### config.mk
export PLATFORM = sky130hd
export DESIGN_NAME = mlp_ram
export DESIGN_NICKNAME = d
export VERILOG_FILES = /design/src/design/mlp_ram.sv
export SDC_FILE = /design/constraint.sdc
export NUM_CORES = 1
export LEC_CHECK = 0
export BUFFER_PORTS_ARGS = -buffer_cell sky130_fd_sc_hd__buf_2
export CORE_UTILIZATION = 61
export CTS_CLUSTER_SIZE = 20
export DETAILED_ROUTE_END_ITERATION = 8
export PLACE_DENSITY = 0.89
export SETUP_SLACK_MARGIN = 0.05
export SYNTH_ARGS = -nofsm -noshare
export SYNTH_HDL_FRONTEND = slang
export SYNTH_SLANG_ARGS = --single-unit
### constraint.sdc
create_clock -name clk_i -period 2.5 [get_ports clk_i]
set_input_delay 0.125 -clock clk_i [delete_from_list [all_inputs] [get_ports clk_i]]
set_output_delay 0.125 -clock clk_i [all_outputs]
set_load 0.02 [all_outputs]
### src/design/mlp_ram.sv
// ----------------------------------------------------------------------------
// mlp_ram
// Generic single-write, single-read RAM with a registered read port.
// ----------------------------------------------------------------------------
`timescale 1ns / 1ps

module mlp_ram #(
  parameter int WIDTH = 16,
  parameter int DEPTH = 16
) (
  input  logic                     clk_i,
  input  logic                     we_i,
  input  logic [$clog2(DEPTH)-1:0] waddr_i,
  input  logic [WIDTH-1:0]         wdata_i,
  input  logic [$clog2(DEPTH)-1:0] raddr_i,
  output logic [WIDTH-1:0]         rdata_o
);

  logic [WIDTH-1:0] mem_q [DEPTH];

  always_ff @(posedge clk_i) begin
    if (we_i) mem_q[waddr_i] <= wdata_i;
    rdata_o <= mem_q[raddr_i];
  end

endmodule

* Yosys cells after proc, flatten, opt, wreduce, memory -nomap -nowiden
Memory sizes are Yosys's and may differ from the RTL's. A register that Yosys moved wholly into a read port is not among the register bits.
Cells that the tools add are included.
** Word-level totals
- Bits of input ports :: 26
- Memories :: 1
- Output and inout bits :: 16
- Logic and storage cells :: 3
- Bits in registers :: 0
- Bits in writable memories :: 256
** Memory list
- mem_q :: depth 16, width 16, rd ports 1, clocked after Yosys merged registers in 1, wr ports 1, line 19 : logic [WIDTH-1:0] mem_q [DEPTH];
** Cells by class
- Mux-type cells :: 2
** Operators by type and width (number)
- 2-to-1 mux 1 bit :: 2

* Logic depth before layout (Yosys ltp)
- Depth after elaboration :: 2
- Depth in mapped cells :: 5
- Gate-level depth less buffers :: 3

* Worst setup path before layout
OpenSTA, ideal clock, no wires.
- Path kind :: in2reg
- From :: input waddr_i[2]
- To :: memory mem_q[0][0] (enable)
- Setup slack :: 0.320 ns
- Library setup time :: 0.409 ns
- Required time :: 2.091 ns
- Data arrival time :: 1.771 ns
- Buffers on the path :: 0
- Cell stages on the path :: 2
- Cell sequence :: or3b_2 -> nor3_1
** RTL lines
- from (decl) :: line 13 : input logic [$clog2(DEPTH)-1:0] waddr_i,
- to (decl) :: line 19
No word-level cell before the write port.

==> metrics <==
# port buffers 41; Tot GR Track Use about a quarter; IO Pins 42; GR Overflow Total 0; Final Cycle Share 55.7%; worst hold path type input port to register; initial core utilization a little over three fifths; RSZ-0062 raised after global routing no; Residual DRC 0; CTS Buffer Depth 3; syn_area_per_cell 23.2 µm²; Filler cells 909; P_leak between 0.003 and 0.004 µW; final wirelength around 21000 µm; first-pass GRT wire length between 30000 and 40000 µm; FFs w/ async S/R, synth 0%; R2R setup slack 1.11 ns; R2R Path Start mem_q[3][8]$_DFFE_PP_; initial antenna violation count 0; CTS Buf Count 26; Slowest-stage cell, CP mux4_2; WL per Instance 27.9 µm; Die Area between 0.015 and 0.02 mm²; CTS sink cnt ~270; Die X 130 µm; synth unique cells 19; final hold violation count 0; Worst-Margin Slew 0.954 ns; layout cell share with drive strength beyond 1 roughly a third; Post-Syn Instances about 430; EDFF count, synth about 260; status completed; final setup fails 0; post-layout util about 73%; Core ar. between 0.015 and 0.02 mm²; Pre-antenna DRT Iters 5; critical path fanouts, max 1; fin crit period 1.39 ns; max-cap check violation count 0; largest net degree at the start of global routing 65; Final Cell Area 0.0116 mm²; crit-path cells mux4_2 -> a22oi_1 -> nand2_1; Power Density approximately 800 mW/mm²; Final #Nets 546; Via density around 6.5; Largest stage delay, worst path about 0.5 ns; Placed Area 0.0107 mm²; clk_lat worst skew between 0.5 and 0.6 ns; CTS root buf clkbuf_16; CP required 2.90 ns; clk slew on worst S/H paths roughly 0.06 ns; R2R depth 3; Synth top cells by count 256 x edfxtp_1, 54 x mux4_2, 32 x a22oi_1, 17 x nand2_1, 16 x dfxtp_1; Post-CTS Setup Inserts 0; Fin Clk Skew about 0.012 ns; r2r endpoint rdata_o[8]$_DFF_P_; Worst Hold Launch waddr_i[0]; vias in the first global route around 5000; CP Buf/Inv Count 0; DR vias between 4000 and 5000; HPWL Detailed 11400 µm; Syn. warnings 0; fin. max-slew vios 0; htree depth 1; top cells by area, synth edfxtp_1 77%, mux4_2 12%, dfxtp_1 3.2%, mux4_1 2.6%, a22oi_1 2.4%; critical path class register to register; mapped cell area ~0.010 mm²; CTS tree done; Hold Crit Endpoint mem_q[4][9]$_DFFE_PP_; Rel. slew slack a little over a third; area fraction of the dominant cell type after synthesis around three quarters; RePlAce Congestion about 0.80; Rows 46; Most used DFF post-synth edfxtp_1; Post-Syn Nets approximately 460; post-synth top area cell edfxtp_1; critical path's top delay family multiplexers; Worst setup EP type register; Achievable Freq ~0.7 GHz; count leader, synth edfxtp_1; arrival time at the worst endpoint around 1.8 ns; Area Overhead vs Synth 15.8%; Routed Antenna Nets 0; Setup TNS Final 0 ns; Synth Register Bits roughly 270; initial DRC count approximately 560; n_diodes 0; crit path launch type register; sequential share of the synthesized area 79.7%; hold depth 2; die height about 130 µm; Peak VDD IR slightly above 0.6 mV
[worst max-delay path by stage]
stage	from	to	slack, ns	cells after the start
floorplan	waddr_i[2]	mem_q[0][0]$_DFFE_PP_	0.32	2
global placement	raddr_i[0]	rdata_o[11]$_DFF_P_	0.67	5
detailed placement	raddr_i[0]	rdata_o[11]$_DFF_P_	0.62	5
CTS	raddr_i[0]	rdata_o[8]$_DFF_P_	1.11	5
global route	raddr_i[0]	rdata_o[11]$_DFF_P_	1.06	5
finish	mem_q[3][8]$_DFFE_PP_	rdata_o[8]$_DFF_P_	1.11	3
[where the power goes]
part           internal, µW  switching (µW)
Sequential             5100            34.3
Combinational           208             299
Clock                  2090            1600
[worst reg2reg max path, stage by stage (launching register included)]
cell and delay [ns]:
edfxtp_1 0.38, mux4_2 0.50, a22oi_1 0.27, nand2_1 0.12
[what timing repair did]
| action | CTS | global route |
|---|---|---|
| hold endpoints to repair | 256 | 0 |
| resized for setup | 0 | 0 |
| hold buffers | 16 | 0 |
[cell type report]
cell class | count | area, µm² | area share (%)
well taps | 216 | 270 | 2.32
clock buffers | 34 | 702 | 6.04
clock inverters | 14 | 101 | 0.872
flip-flops and latches | 272 | 8010 | 68.9
repair buffers | 81 | 586 | 5.04
multi-input cells | 139 | 1960 | 16.9
[layout by cell type (no fill, tap or decap), types with 2 or more instances in the layout]
| cell type | count |
|---|---|
| clkinv_1 | 3 |
| nand2b_1 | 2 |
| clkinvlp_4 | 4 |
| buf_2 | 40 |
| nor2_2 | 12 |
| dlygate4sd3_1 | 16 |
| nor2b_1 | 2 |
| a22oi_1 | 32 |
| buf_12 | 3 |
| mux4_2 | 54 |
| nand2_1 | 17 |
| buf_4 | 22 |
| nor3_2 | 4 |
| edfxtp_1 | 256 |
| clkinv_2 | 6 |
| clkbuf_16 | 27 |
| nand3b_1 | 2 |
| mux4_1 | 10 |
| dfxtp_1 | 16 |
| clkbuf_1 | 7 |
[state kept, by name, summed over array words and instances, names as in the netlist]
name     count
rdata_o     16
mem_q      256
[routing by layer]
| layer | wire [µm] | track usage [%] | part of all wire, % |
|---|---|---|---|
| met4 | 541 | 8.07 | 2.6 |
| met1 | 8050 | 37.0 | 38 |
| met3 | 2150 | 6.40 | 10 |
| met5 | 0 | 0 | 0 |
| met2 | 10400 | 42.2 | 49 |
[logic make-up (layout without fill, tap and decap cells)]
kind of cell	Yosys count	after routing	share of synthesized area [%]
flip-flops	272	272	79.7
AND/OR/NAND/NOR	43	43	1.92
multiplexers	64	64	14.7
buffers and inverters	21	129	1.23
AO/OA/AOI/OAI	32	32	2.39
[metrics by stage]
step           setup slack (ns)  instances  hold slack (ns)  power (µW)
2_1_floorplan             0.320        432            0.224        5500
3_3_place_gp              0.666        692            0.480        5670
3_5_place_dp              0.622        692            0.513        5710
4_1_cts                    1.11        756           0.0932        9370
5_1_grt                    1.06        756            0.114        9580
6_report                   1.11        756            0.108        9330
Power figures use the tool's default switching activity.
