===== src/design/mlp_pkg.sv =====
// ----------------------------------------------------------------------------
// mlp_pkg
// Shared constants, register codes and the sigmoid table of the MLP block.
// ----------------------------------------------------------------------------
`timescale 1ns / 1ps

package mlp_pkg;

  localparam int CFG_LAYERS  = 4;
  localparam int ACC_BITS    = 40;
  localparam int SIG_ENTRIES = 256;
  localparam int SIG_BITS    = 9;
  localparam int ONE_Q88     = 256;
  localparam logic [63:0] E16 = 64'd4034748382;

  typedef enum logic [2:0] {
    CFG_LAYER_COUNT  = 3'd0,
    CFG_INPUT_WIDTH  = 3'd1,
    CFG_WIDTH_ONE    = 3'd2,
    CFG_WIDTH_TWO    = 3'd3,
    CFG_WIDTH_THREE  = 3'd4,
    CFG_WIDTH_FOUR   = 3'd5
  } cfg_idx_e;

  typedef logic [SIG_BITS-1:0] sig_tab_t [SIG_ENTRIES];

  // Clamp a width register to 1..maxw.
  function automatic int clamp_width(logic [3:0] w, int maxw);
    int r;
    r = int'(w);
    if (r == 0) r = 1;
    if (r > maxw) r = maxw;
    return r;
  endfunction

  // Sigmoid samples at z = -8 + i/16, rounded half up; the quotient is
  // found by a bit-by-bit search.
  function automatic sig_tab_t build_sig_table();
    sig_tab_t    t;
    logic [63:0] p [129];
    logic [63:0] num;
    logic [63:0] den;
    logic [63:0] rhs;
    logic [63:0] trial;
    logic [8:0]  v;
    int          kk;
    p[0] = 64'd1 << 32;
    for (int k = 1; k <= 128; k++) begin
      p[k] = (p[k-1] * E16 + (64'd1 << 31)) >> 32;
    end
    for (int i = 0; i < SIG_ENTRIES; i++) begin
      kk  = (i >= 128) ? i - 128 : 128 - i;
      den = (64'd1 << 32) + p[kk];
      num = (i >= 128) ? (64'd1 << 32) : p[kk];
      rhs = num * 64'd512 + den;
      v   = '0;
      for (int b = 8; b >= 0; b--) begin
        trial = 64'(v | (9'd1 << b)) * (den << 1);
        if (trial <= rhs) v = v | (9'd1 << b);
      end
      t[i] = v;
    end
    return t;
  endfunction

  localparam sig_tab_t SIG_TABLE = build_sig_table();

endpackage


===== src/design/mlp_sigmoid.sv =====
// ----------------------------------------------------------------------------
// mlp_sigmoid
// Saturating table sigmoid: Q24.16 accumulator in, registered Q1.8 out.
// ----------------------------------------------------------------------------
`timescale 1ns / 1ps

module mlp_sigmoid (
  input  logic                                  clk_i,
  input  logic                                  en_i,
  input  logic signed [mlp_pkg::ACC_BITS-1:0]   acc_i,
  output logic [mlp_pkg::SIG_BITS-1:0]          val_o
);

  localparam logic signed [mlp_pkg::ACC_BITS-1:0] Lim = mlp_pkg::ACC_BITS'(8 << 16);

  logic [20:0] shifted;
  logic [7:0]  idx;

  always_comb begin
    shifted = acc_i[20:0] + 21'h080000;
    if (acc_i < -Lim)      idx = 8'd0;
    else if (acc_i >= Lim) idx = 8'd255;
    else                   idx = shifted[19:12];
  end

  always_ff @(posedge clk_i) begin
    if (en_i) val_o <= mlp_pkg::SIG_TABLE[idx];
  end

endmodule


===== config.mk =====
export PLATFORM = sky130hd
export DESIGN_NAME = mlp_sigmoid
export DESIGN_NICKNAME = d
export VERILOG_FILES = /design/src/design/mlp_pkg.sv /design/src/design/mlp_sigmoid.sv
export SDC_FILE = /design/constraint.sdc
export NUM_CORES = 1
export LEC_CHECK = 0
export BUFFER_PORTS_ARGS = -buffer_cell sky130_fd_sc_hd__buf_2
export CAP_MARGIN = 25
export CORE_AREA = 5 5 70 72
export CTS_BUF_LIST = sky130_fd_sc_hd__clkbuf_4
export DETAILED_ROUTE_END_ITERATION = 12
export DIE_AREA = 0 0 75 77
export MAX_ROUTING_LAYER = met4
export PLACE_DENSITY = 0.75
export SLEW_MARGIN = 20
export SYNTH_ARGS = -nofsm -noshare
export SYNTH_HDL_FRONTEND = slang
export SYNTH_SLANG_ARGS = --single-unit

===== constraint.sdc =====
create_clock -name clk_i -period 4.85 [get_ports clk_i]
set_input_delay 0.7275 -clock clk_i [delete_from_list [all_inputs] [get_ports clk_i]]
set_output_delay 0.7275 -clock clk_i [all_outputs]
set_load 0.005 [all_outputs]

* Word-level counts from Yosys, hierarchy flattened *
Memory sizes are Yosys's and may differ from the RTL's. A register that Yosys moved wholly into a read port is not among the register bits.
Index checks and enable logic that the tools add are counted.

operators by class
  bitwise gates (word level) = 1
  magnitude comparators = 2
  muxes and demuxes = 2
  add/sub/neg operators = 1

operator list
  operator                                               number
  >= comparator 40 x 21 -> 1 bit, second input constant  1
  < comparator 40 x 20 -> 1 bit, second input constant   1
  adder 20 bit, second input constant                    1
  2-to-1 mux 8 bit                                       2
  NOT 8 -> 9 bit                                         1

storage, ports and cells
  input port bits = 42
  output and inout bits = 9
  bits in read-only memories = 2304
  register bits after elaboration = 0
  memories = 1
  word-level logic and storage cells = 7

memories
  memory            depth  width  rd ports  clocked after memory_dff  wr ports  RTL line           RTL
  (name not given)  256    9      1         1                         0         mlp_sigmoid.sv:27  if (en_i) val_o <= mlp_pkg::SIG_TABLE[idx];

* Logic depth before layout (Yosys ltp) *
Gate-level depths: netlist (run 1).

  word-level depth = 4
  mapped depth = 14
  mapped depth without buffers = 14

* Worst setup path after synthesis (run 1) *
OpenSTA, ideal clock, no wires.

  kind = input to register
  from = in acc_i[19] (netlist bit)
  to = reg val_o[3] (netlist bit) (data pin)
  library setup time = 265 ps
  required time = 4585 ps
  arrival time = 3408 ps
  stages = 13
  setup slack = 1177 ps
  path buffers = 0
  cells stage by stage = nand4_1 -> or3_4 -> nor2_4 -> nand2_1 -> a21o_1 -> inv_1 -> ha_1 -> inv_1 -> a2111oi_0 -> a2111oi_2 -> a211oi_1 -> a211oi_1 -> or3_1

on the way
  word-level cells in the longest chain between the ends = 4
  elaborated cells on any way between the ends = 6
  those cells by class = add/sub (1); order compare (2); mux (2); bitwise (1)

ends and longest elaborated chain
  what                                                            RTL line                              RTL
  start, declared                                                 mlp_sigmoid.sv:10                     input logic signed [mlp_pkg::ACC_BITS-1:0] acc_i,
  >= comparator 40 x 21 -> 1 bit or adder 20 bit (tied branches)  mlp_sigmoid.sv:22, mlp_sigmoid.sv:20
  2-to-1 mux 8 bit                                                mlp_sigmoid.sv:22                     else if (acc_i >= Lim) idx = 8'd255;
  2-to-1 mux 8 bit *                                              mlp_sigmoid.sv:21                     if (acc_i < -Lim) idx = 8'd0;
  NOT 8 -> 9 bit (implied by the code) *                          mlp_sigmoid.sv:27
  end, declared                                                   mlp_sigmoid.sv:11                     output logic [mlp_pkg::SIG_BITS-1:0] val_o

Mark *: on every way between the ends. The rest lies on a longest branch, timed or not.

* Worst setup path after layout (run 1) *
Same ends and word-level chain as after synthesis.

==> results of run 1 <==
-- worst paths after layout --
kind | start | endpoint | slack [ps]
setup / recovery | acc_i[19] | val_o[3]$_DFFE_PP_ | 790
hold / removal | en_i | val_o[5]$_DFFE_PP_ | 830
-- layout make-up --
| class | count | area (sq um) | share of cell area |
|---|---|---|---|
| Multi-Input combinational cell | 264 | 1740 | 0.719 |
| Sequential cell | 9 | 270 | 0.112 |
| Timing Repair Buffer | 48 | 265 | 0.110 |
| Tap cell | 52 | 65.1 | 0.0269 |
| Inverter | 13 | 48.8 | 0.0202 |
| Clock buffer | 4 | 30.0 | 0.0124 |
-- power by group through the flow --
stage | sequential, mW | combinational [mW] | clock, mW
final | 0.0917 | 0.150 | 0.0602
after global routing | 0.0921 | 0.161 | 0.0682
after floorplan | 0.0947 | 0.0925 | 0
after global placement | 0.0935 | 0.144 | 0
after detailed placement | 0.0933 | 0.143 | 0
after CTS | 0.0917 | 0.144 | 0.0629
-- kinds of logic after synthesis --
kind of cell | Yosys count | synth area share
AO/OA/AOI/OAI | 127 | 0.430
XOR/XNOR | 2 | 0.00808
adder cells (fa/ha/maj) | 13 | 0.0750
buffers and inverters | 36 | 0.0750
flip-flops | 9 | 0.125
multiplexers | 1 | 0.00461
AND/OR/NAND/NOR | 121 | 0.283
-- cell usage after synthesis, types with 5 or more instances --
master and number:
a211oi_1 7, a21o_1 8, a21oi_1 29, a31oi_1 8, and2_1 5, clkbuf_1 13
edfxtp_1 9, ha_1 13, inv_1 13, nand2_1 30, nand2b_1 5, nand3_1 11
nand4_1 6, nor2_1 26, nor3_1 14, nor4_1 7, o211ai_1 5, o21ai_0 16
o31ai_1 5
-- routing by layer --
layer  share of wire  vias up  global-route usage
li1                -     1270                   -
met1            0.39     1221               0.377
met2            0.42      225               0.395
met3            0.15       42              0.0627
met4           0.042        0               0.132
met5               0        -                   -
-- per-stage QoR --
step | worst slack [ps] | instance area [sq um] | power, mW | hold WS (ps)
floorplan | 1180 | 2170 | 0.187 | 840
global placement | 613 | 2390 | 0.238 | 1080
detailed placement | 614 | 2390 | 0.237 | 1090
CTS | 886 | 2420 | 0.299 | 821
global route | 549 | 2420 | 0.322 | 818
finish | 787 | 2420 | 0.302 | 830
-- worst max-delay path, stage by stage --
cell	delay [ps]
buf_2	110
nand4_1	120
or3_4	440
nor2_4	260
nand2_1	80
a21o_1	200
inv_1	200
ha_1	400
inv_1	200
a2111oi_0	450
a2111oi_2	150
a211oi_1	280
a211oi_1	90
or3_1	330
==> results.txt, run 1 <==
crit path kind -> primary input to flip-flop
# Post-CTS Setup Buffers -> 0
CTS clock-pin slew for the worst setup and hold paths -> 60 ps
most frequent cells in the layout -> 38 x buf_2, 30 x nand2_1, 29 x a21oi_1, 26 x nor2_1, 16 x o21ai_0
post-DP HPWL -> 5790 um
CP Launch Type -> primary input
YS warnings -> 0
MaxCap Viol Count -> 0
DIE AREA -> 0.00578 sq mm
accumulated negative setup slack -> 0 ps
GRT overflow -> 0
final hold violation count -> 0
Die Width -> 75 um
core area -> 0.00423 sq mm
worst path required time -> 4840 ps
number of CTS-inserted buffers -> 3
RSZ-0062 raised after global routing -> false
post-synthesis sequential area ratio -> 0.125
Fill cells -> 414
area leader, netlist -> edfxtp_1
non-filler instance count after layout -> 390
Rows -> 24
Yosys cell types -> 67
largest fanout on the critical path -> 9
Worst-Margin Slew -> 859 ps
P&R area growth vs syn -> 11.4%
Post-CTS Hold Fix Bufs -> 0
max reg flops -> 9
fin util -> 0.571
Pint -> 0.180 mW
pwr dens -> 125 mW/mm^2
status -> finished, final reports clean
Comb power frac -> 0.497
Post-synth ARST share -> 0
Synth area leaders -> edfxtp_1 12%, ha_1 7.5%, a21oi_1 6.7%
clock sink count -> 9
Top FF cell, synth -> edfxtp_1
Biggest register -> val_o
peak supply drop -> 0.0427 mV
worst hold stages -> 1
drt pass-1 iters -> 5
Clk pwr share -> 0.199
Highest Clock Rate -> 246 MHz
Clock H-tree levels -> 1
most common cell after layout, fill and taps aside -> buf_2
GP Congestion -> 1.11
Post-Route WL -> 7930 um
Slew HR -> 0.427
DRC violations left -> 0
quantity of gates resized following cts -> 0
n_diodes -> 0
final setup violation count -> 0
nets -> 394
crit path time final -> 4060 ps
num ports -> 51
Mapped Avg Cell Area -> 7.02 sq um
Max Buffers Root-to-Sink -> 2
total track usage -> 0.282
fin crit share -> 0.838
Initial Utilization -> 0.512
Net Count, Synth -> 364
Inst Count DP -> 386
Slew Limit Fails -> 0
Hold WC Path Type -> primary input to flip-flop
number of vias per cell -> 7.07
largest net degree at the start of global routing -> 27
DR vias -> 2758
Largest regs -> val_o (9)
Net Sw Power -> 0.122 mW
EDFF count, synth -> 9
first-pass GRT wire length -> 12600 um
Sw Share -> 0.403
P_leak -> 0.895 nW
ANT nets after route -> 0
Iter 0 DRT Violations -> 418
worst endpoint data arrival time -> 4050 ps
vias in the first global route -> 2475
root buf cell -> clkbuf_4
register share of total power -> 0.303
Yosys top cell area share -> 0.125
#FFs+latches synth -> 9
endpoint type of the worst setup path -> flip-flop
share of layout cells above drive strength 1 -> 0.204
die span in y -> 77 um
drt wl/cell -> 20.3 um
synthesized cell area -> 0.00217 sq mm
CTS tree -> yes
IO buf count -> 38
initial antenna violation count -> 0
Cells after Synth -> 309
(Power assumes the default switching activity.)
==> inputs of run 2 (changes only) <==
CORE_AREA = 5 5 72 74   (was 5 5 70 72)
DIE_AREA = 0 0 77 79   (was 0 0 75 77)
PLACE_DENSITY = 0.74   (was 0.75)
clock period = 3.6 ns   (was 4.85 ns; I/O delays follow)
==> run 2 against run 1 <==
Via count rose by 6.6%. Global-route usage increased by 1.1 points. Non-clock buffer count up 38. Cell area rose by 12%. Combinational power increased by 49%. Clock power up 35%. Flip-flop and latch count unchanged. Hold slack got worse by 180 ps. Sequential power increased by 35%. Wire length up 11%.
==> results.txt, run 2 (synthesized netlist as in run 1, its figures left out) <==
status -> finished, final reports clean
clock sink count -> 9 (unchanged)
# Post-CTS Setup Buffers -> 0 (unchanged)
DR WL met2 -> 3870 um (+15%)
CP top delay family -> compound AO/OA/AOI/OAI gates
Rows -> 25 (+4.2%)
drt wl/cell -> 20.5 um (+0.61%)
Max Buffers Root-to-Sink -> 2 (unchanged)
crit-path cells -> buf_2 > nand4_1 > nor3_1 > nand3_1 > a2bb2oi_1 > inv_1 > ha_1 > o21ai_0 > o311ai_0 > a21oi_1 > or4_1
Iter 0 DRT Violations -> 385 (-7.9%)
GP Congestion -> 1.06 (-4.5%)
final setup violation count -> 0 (unchanged)
IO buf count -> 38 (unchanged)
DR top layer -> met4
Slew HR -> 0.474 (+0.0468)
worst endpoint data arrival time -> 3330 ps (-720 ps)
register area -> 270 sq um (unchanged)
total track usage -> 0.293 (+0.0111)
core area -> 0.00454 sq mm (+7.1%)
CTS tree -> yes
die span in y -> 79 um (+2.6%)
GRT overflow -> 0 (unchanged)
drt pass-1 iters -> 6 (+1)
ANT nets after route -> 0 (unchanged)
DIE AREA -> 0.00608 sq mm (+5.3%)
MaxCap Viol Count -> 0 (unchanged)
most common cell after layout, fill and taps aside -> buf_4
Worst-Margin Slew -> 789 ps (-69.4 ps)
CTS clock-pin slew for the worst setup and hold paths -> 60 ps (about the same)
vias in the first global route -> 2798 (+13%)
n_diodes -> 0 (unchanged)
DR vias -> 2941 (+6.6%)
Slew Limit Fails -> 0 (unchanged)
routed wl met3 -> 1060 um (-8.9%)
crit-path max cell delay -> 580 ps (+130 ps)
peak supply drop -> 0.0652 mV (+53%)
CP Launch Type -> primary input
number of vias per cell -> 6.84 (-3.3%)
largest net degree at the start of global routing -> 26 (-3.7%)
largest fanout on the critical path -> 5 (-4)
Hold WC Path Type -> primary input to flip-flop
crit path buf inv count -> 2 (-1)
DRC violations left -> 0 (unchanged)
P&R area growth vs syn -> 24.9%
crit path max-delay cell type -> or4_1
Highest Clock Rate -> 298 MHz
RSZ-0062 raised after global routing -> false
first-pass GRT wire length -> 14100 um (+12%)
met1 wire length -> 3340 um (+8.7%)
Initial Utilization -> 0.478 (-0.0341)
final hold violation count -> 0 (unchanged)
Post-Route WL -> 8800 um (+11%)
post-DP HPWL -> 6930 um (+20%)
Post-CTS Hold Fix Bufs -> 0 (unchanged)
initial antenna violation count -> 0 (unchanged)
crit path time final -> 3360 ps
P_leak -> 1.08 nW (+21%)
most frequent cells in the layout -> 48 x buf_4, 38 x buf_2, 30 x nand2_1, 29 x a21oi_1, 26 x nor2_1
worst path required time -> 3570 ps (-1270 ps)
area of the multi-input gates -> 0.00174 sq mm (+0.36%)
fin util -> 0.598 (+0.0269)
max reg flops -> 9 (unchanged)
num ports -> 51 (unchanged)
share of layout cells above drive strength 1 -> 0.287 (+0.0831)
Largest regs -> val_o (9)
Biggest register -> val_o
pwr dens -> 158 mW/mm^2 (+26%)
endpoint type of the worst setup path -> flip-flop
Clock H-tree levels -> 1 (unchanged)
Final Power -> 0.428 mW (+42%)
Die Width -> 77 um (+2.7%)
number of CTS-inserted buffers -> 3 (unchanged)
nets -> 432 (+9.6%)
root buf cell -> clkbuf_4
fin crit share -> 0.933
Fill cells -> 439 (+6.0%)
crit path kind -> primary input to flip-flop
==> run 2: cell count changes in the layout (fill, tap and decap cells not counted), sizes merged <==
cell	change
buf	+38
==> run 2: final cells by class <==
cell class,count,area share
inverter,13,0.0180
sequential,9,0.0997
timing repair buffer,86,0.203
multi-input combinational,264,0.643
clock buffer,4,0.0111
tap,54,0.0249
==> run 2: per-stage QoR <==
stage | setup TNS (ps) | hold WS [ps] | worst slack [ps] | cells | cell area (sq um)
final | 0 | 645 | 242 | 430 | 2710
after floorplan | 0 | 652 | 114 | 309 | 2170
after global placement | 0 | 898 | 5.99 | 426 | 2670
after global routing | 0 | 645 | 49.7 | 430 | 2710
after detailed placement | -78.8 | 902 | -78.8 | 426 | 2670
after CTS | 0 | 641 | 187 | 430 | 2700
==> run 2: where the power goes <==
group          internal [mW]  switching (mW)
Clock                 0.0500          0.0313
Sequential             0.122         0.00138
Combinational         0.0861           0.137
Total                  0.259           0.170
==> run 2: final timing paths <==
| path | from | endpoint | slack (ps) | cells after the start |
|---|---|---|---|---|
| max | acc_i[19] | val_o[1]$_DFFE_PP_ | 240 | 11 |
| min | en_i | val_o[0]$_DFFE_PP_ | 650 | 1 |
==> run 2: what timing repair did <==
action                     CTS  global route
setup endpoints to repair    0             1
hold endpoints to repair     0             0
resized for setup            0             2
==> run 2: layer usage <==
layer	vias to the layer above	GRT usage
met5	-	-
met4	0	0.174
met3	44	0.0646
met2	193	0.441
met1	1359	0.359
li1	1345	-
